<file path="src/design/chrt_pkg.sv">
// chrt_pkg: shared sizes, codes and types for the chained hash risk table
// used by chrt_ctrl, chrt_dp, chained_hash_risk_table and chrt_checker
// no dependencies
package chrt_pkg;

	localparam int BUCKET_COUNT = 4096;
	localparam int POOL_SIZE    = 2048;
	localparam int KEY_BYTES    = 7;

	localparam int KEY_W    = 56;
	localparam int RISK_W   = 16;
	localparam int STATUS_W = 2;
	localparam int HASH_W   = 32;

	localparam int BKT_W  = $clog2(BUCKET_COUNT);
	localparam int IDX_W  = $clog2(POOL_SIZE);
	localparam int CNT_W  = $clog2(POOL_SIZE + 1);
	localparam int BYTE_W = (KEY_BYTES > 1) ? $clog2(KEY_BYTES) : 1;

	localparam logic [HASH_W-1:0] HASH_SEED        = 32'd5381;
	localparam logic [RISK_W-1:0] DEFAULT_RISK_RST = 16'd16384;

	typedef enum logic {
		CMD_INSERT = 1'b0,
		CMD_LOOKUP = 1'b1
	} cmd_t;

	typedef enum logic [STATUS_W-1:0] {
		ST_HIT  = 2'd0,
		ST_MISS = 2'd1,
		ST_INS  = 2'd2,
		ST_FULL = 2'd3
	} status_t;

	typedef enum logic [2:0] {
		S_CLEAR,
		S_IDLE,
		S_HASH,
		S_HEAD,
		S_DECIDE,
		S_WALK,
		S_DONE
	} state_t;

	typedef struct packed {
		logic             valid;
		logic [IDX_W-1:0] idx;
	} head_t;

	typedef struct packed {
		logic [KEY_W-1:0]  key;
		logic [RISK_W-1:0] risk;
		logic              next_valid;
		logic [IDX_W-1:0]  next;
	} entry_t;

	typedef struct packed {
		logic    clr_wr;
		logic    capture;
		logic    hash_step;
		logic    head_rd;
		logic    ins_wr;
		logic    walk_head;
		logic    walk_next;
		logic    res_set;
		status_t res_status;
		logic    res_ld;
	} ctrl_t;

	typedef struct packed {
		logic clr_last;
		logic hash_last;
		logic is_lookup;
		logic pool_full;
		logic head_valid;
		logic key_match;
		logic next_valid;
	} stat_t;

endpackage

</file>
<file path="src/design/chrt_ctrl.sv">
// chrt_ctrl: sequencer for clearing, hashing, chain walk and result hand-off
// depends on chrt_pkg; drives chrt_dp through ctrl_t, reads stat_t
module chrt_ctrl import chrt_pkg::*; (
	input  logic  clk,
	input  logic  arst_n,
	input  logic  in_valid,
	output logic  in_stall,
	output logic  out_valid,
	input  logic  out_stall,
	input  stat_t stat,
	output ctrl_t ctrl
);

	state_t state_q, state_nx;
	logic   out_valid_q;

	always_ff @(posedge clk or negedge arst_n) begin
		if (!arst_n) begin
			state_q     <= S_CLEAR;
			out_valid_q <= 1'b0;
		end else begin
			state_q <= state_nx;
			if (ctrl.res_ld) begin
				out_valid_q <= 1'b1;
			end else if (!out_stall) begin
				out_valid_q <= 1'b0;
			end
		end
	end

	always_comb begin
		state_nx = state_q;
		ctrl     = '0;
		ctrl.res_status = ST_MISS;
		case (state_q)
			S_CLEAR: begin
				ctrl.clr_wr = 1'b1;
				if (stat.clr_last) begin
					state_nx = S_IDLE;
				end
			end
			S_IDLE: begin
				if (in_valid) begin
					ctrl.capture = 1'b1;
					state_nx     = S_HASH;
				end
			end
			S_HASH: begin
				ctrl.hash_step = 1'b1;
				if (stat.hash_last) begin
					state_nx = S_HEAD;
				end
			end
			S_HEAD: begin
				ctrl.head_rd = 1'b1;
				state_nx     = S_DECIDE;
			end
			S_DECIDE: begin
				if (!stat.is_lookup) begin
					ctrl.res_set = 1'b1;
					state_nx     = S_DONE;
					if (stat.pool_full) begin
						ctrl.res_status = ST_FULL;
					end else begin
						ctrl.ins_wr     = 1'b1;
						ctrl.res_status = ST_INS;
					end
				end else if (stat.head_valid) begin
					ctrl.walk_head = 1'b1;
					state_nx       = S_WALK;
				end else begin
					ctrl.res_set    = 1'b1;
					ctrl.res_status = ST_MISS;
					state_nx        = S_DONE;
				end
			end
			S_WALK: begin
				if (stat.key_match) begin
					ctrl.res_set    = 1'b1;
					ctrl.res_status = ST_HIT;
					state_nx        = S_DONE;
				end else if (stat.next_valid) begin
					ctrl.walk_next = 1'b1;
				end else begin
					ctrl.res_set    = 1'b1;
					ctrl.res_status = ST_MISS;
					state_nx        = S_DONE;
				end
			end
			S_DONE: begin
				if (!out_valid_q || !out_stall) begin
					ctrl.res_ld = 1'b1;
					state_nx    = S_IDLE;
				end
			end
			default: begin
				state_nx = S_IDLE;
			end
		endcase
	end

	assign in_stall  = (state_q != S_IDLE);
	assign out_valid = out_valid_q;

endmodule

</file>
<file path="config.mk">
export PLATFORM = sky130hd
export DESIGN_NAME = chrt_ctrl
export DESIGN_NICKNAME = d
export VERILOG_FILES = /design/src/design/chrt_pkg.sv /design/src/design/chrt_ctrl.sv
export SDC_FILE = /design/constraint.sdc
export NUM_CORES = 1
export LEC_CHECK = 0
export ABC_CLOCK_PERIOD_IN_PS = 2900
export BUFFER_PORTS_ARGS = -buffer_cell sky130_fd_sc_hd__buf_2
export CORE_AREA = 2 2 39 41
export CTS_CLUSTER_SIZE = 12
export DETAILED_ROUTE_END_ITERATION = 16
export DIE_AREA = 0 0 41 43
export PLACE_DENSITY = 0.52
export SLEW_MARGIN = 20
export SYNTH_ARGS = -nofsm -noshare
export SYNTH_HDL_FRONTEND = slang
export SYNTH_SLANG_ARGS = --single-unit
</file>
<file path="constraint.sdc">
create_clock -name clk -period 2.9 [get_ports clk]
set_clock_uncertainty 0.15 [all_clocks]
set_input_delay 0.58 -clock clk [delete_from_list [all_inputs] [get_ports clk]]
set_output_delay 0.58 -clock clk [all_outputs]
set_load 0.02 [all_outputs]
</file>
==> impl_metrics.ini <==
[clock_network]
clock_latency_ps = 230
cts_buffer_depth = 2
postCtsSetupRepairBufs = 0
cts-root-buf = clkbuf_4
cts-htree-levels = 1
clock_sinks = 4
clk_pin_slew_worst_paths_ps = 30
tritoncts = built
cts_resized = 0
cts_inserted_buffers = 3

[setup_path]
crit_path_cell_trace = or3b_4 > nor2_2 > buf_2
critPathKind = reg -> out
slowest_delay_ps = 560
crit_required_ps = 2170
crit_slowest_cell = dfrtp_1
cp.buffers_inverters = 1
cp-end-kind = primary output
path_max_fanout = 14
worstSetupStartpointType = flop
crit_arrival_ps = 1460
critical_path.top_delay_family = flip-flops

[grt]
grt_max_degree = 15
grt_pass1_vias = 324
antenna_found_initial = 0
grt_pass1_wl_um = 1200
track_usage_pct = 10.2
grt_remaining_overflow = 0

[sta]
finalMaxSlewViolations = 0
max_freq_mhz = 457
setup_viol = 0
fin_crit_ps = 2190
slew_headroom_pct = 74.2
tns_ps = 0
worstMarginPinSlew_ps = 387
finalCritPeriodShare_pct = 75.4
hold_violations = 0
grt_setup_unrepaired = false

[floorplanning]
io_pins = 24
die_h_um = 43
dieArea_um2 = 1760
core_area_um2 = 1380
rows = 14
dieWidth_um = 41
initial_core_util_pct = 25.6

[cells_and_area]
fin_util_pct = 36.2
fill_cells = 155
regArea_um2 = 100
n_antenna_cell = 0
multi_input_area_um2 = 229
layout.nets = 84
drive_above_1_share_pct = 43.7
syn_to_final_growth_pct = 41.3

[route]
drc = 0
final_antenna_net_count = 0
vias = 390
drt_iter0_markers = 2
drt_pass1_iterations = 2
wirelength_um = 820
vias_per_cell = 4.48
wire_per_inst_um = 9.43

[synth]
syn_inst = 47
synth_seq_cells = 4
synth-edff-count = 0
synthTopCellsByArea = dfrtp_1, nor2_1, nor3_1
synth_adder_area_share_pct = 0
synth_top_area_share_pct = 28.3
yosysUniqueCellTypes = 28
synth_flop_cell = dfrtp_1
synthMuxAreaShare_pct = 0
synth.avg_cell_area_um2 = 7.53
yosys_warnings = 0
synth_top_area_cell = dfrtp_1
synthSimpleGateAreaFrac_pct = 43.8
yosysSeqAreaShare_pct = 28.3
synth_nets = 58
syn_area_um2 = 354
synth-compound-area-share_pct = 20.8
synth_top_family_by_area = simple AND/OR/NAND/NOR gates
synth_xor_area_share_pct = 0
synth-async-reset-ratio_pct = 100

[min_path]
hp-class = reg -> reg

[placement]
numPortBuffers = 23
routabilityCongestion = 0.681
dpl.hpwl_um = 662

[power]
p_leak_uw = 0.000272
ir_drop_mv = 0.398
power_density_nw_per_um2 = 986

[run]
max_cap_viol_count = 0

[status]
status = finished, final reports clean
cell families (layout without fill, tap and decap cells):
logic type / count (synthesis) / in the layout
simple gates: 27 / 27
flops: 4 / 4
buf+inv: 4 / 28
compound gates: 12 / 12
cell type report:
class,instances,area share [%]
multi-input combinational,39,45.8
tap,16,4.00
clock buffer,3,4.50
inverter,1,0.750
timing repair buffer,24,25.0
sequential,4,20.0
flip-flops by register name, indices dropped and copies added (netlist names):
name       count
out_valid      1
state_q        3
synth_stat cells (all sizes together) (2+ instances only):
master and instances:
a21oi 2, and2 2, buf 2, dfrtp 4
nand2 5, nor2 7, nor2b 2, nor3 4
o21ai 5
worst min-delay path: stages (launching register included):
cell and delay, ps:
dfrtp_1 360, nand2_1 70, nand2_1 50
per-layer routing:
layer	up-vias	part of all wire, %	global-route usage (%)
met4	0	0	8.00
met3	0	10	1.57
met2	18	43	15.3
li1	209	-	-
met1	163	46	12.1
met5	-	0	0
what timing repair did:
| action | in CTS | in global routing |
|---|---|---|
| hold endpoints to repair | 4 | 0 |
| setup endpoints to repair | 0 | 0 |
| hold buffers | 1 | 0 |
stage by stage:
stage	hold WS [ps]	std cells	cell area, um2	worst slack, ps	total power (uW)
after floorplan	134	47	354	983	366
after global placement	241	83	468	966	430
after detailed placement	241	83	468	948	432
after CTS	376	87	500	697	503
after global routing	432	87	500	646	540
final	373	87	500	713	493
placed cells by master, fill, tap and decap left out, types with 2 or more instances in the layout:
master and instances:
buf_2 23, nor3_1 4, dfrtp_1 4, o21ai_0 4, nand2_1 5, nor2_1 6
clkbuf_4 3, a21oi_1 2
report_power, final:
| group | switching (uW) | internal [uW] |
|---|---|---|
| sequential | 65.2 | 83.4 |
| clock | 19.4 | 46.0 |
| combinational | 153 | 126 |
worst paths after layout:
kind                            startpoint          to  slack, ps  depth (start not counted)
worst max register to register  state_q[2]  state_q[0]       1480                          3
worst min-delay path             out_valid   out_valid        370                          2
worst min register to register   out_valid   out_valid        370                          2
max in group asynchronous           arst_n  state_q[2]       1950                          2
worst max-delay path            state_q[0]     ctrl[9]        710                          3
min in group asynchronous           arst_n  state_q[0]        530                          2
Power figures use the tool's default switching activity.
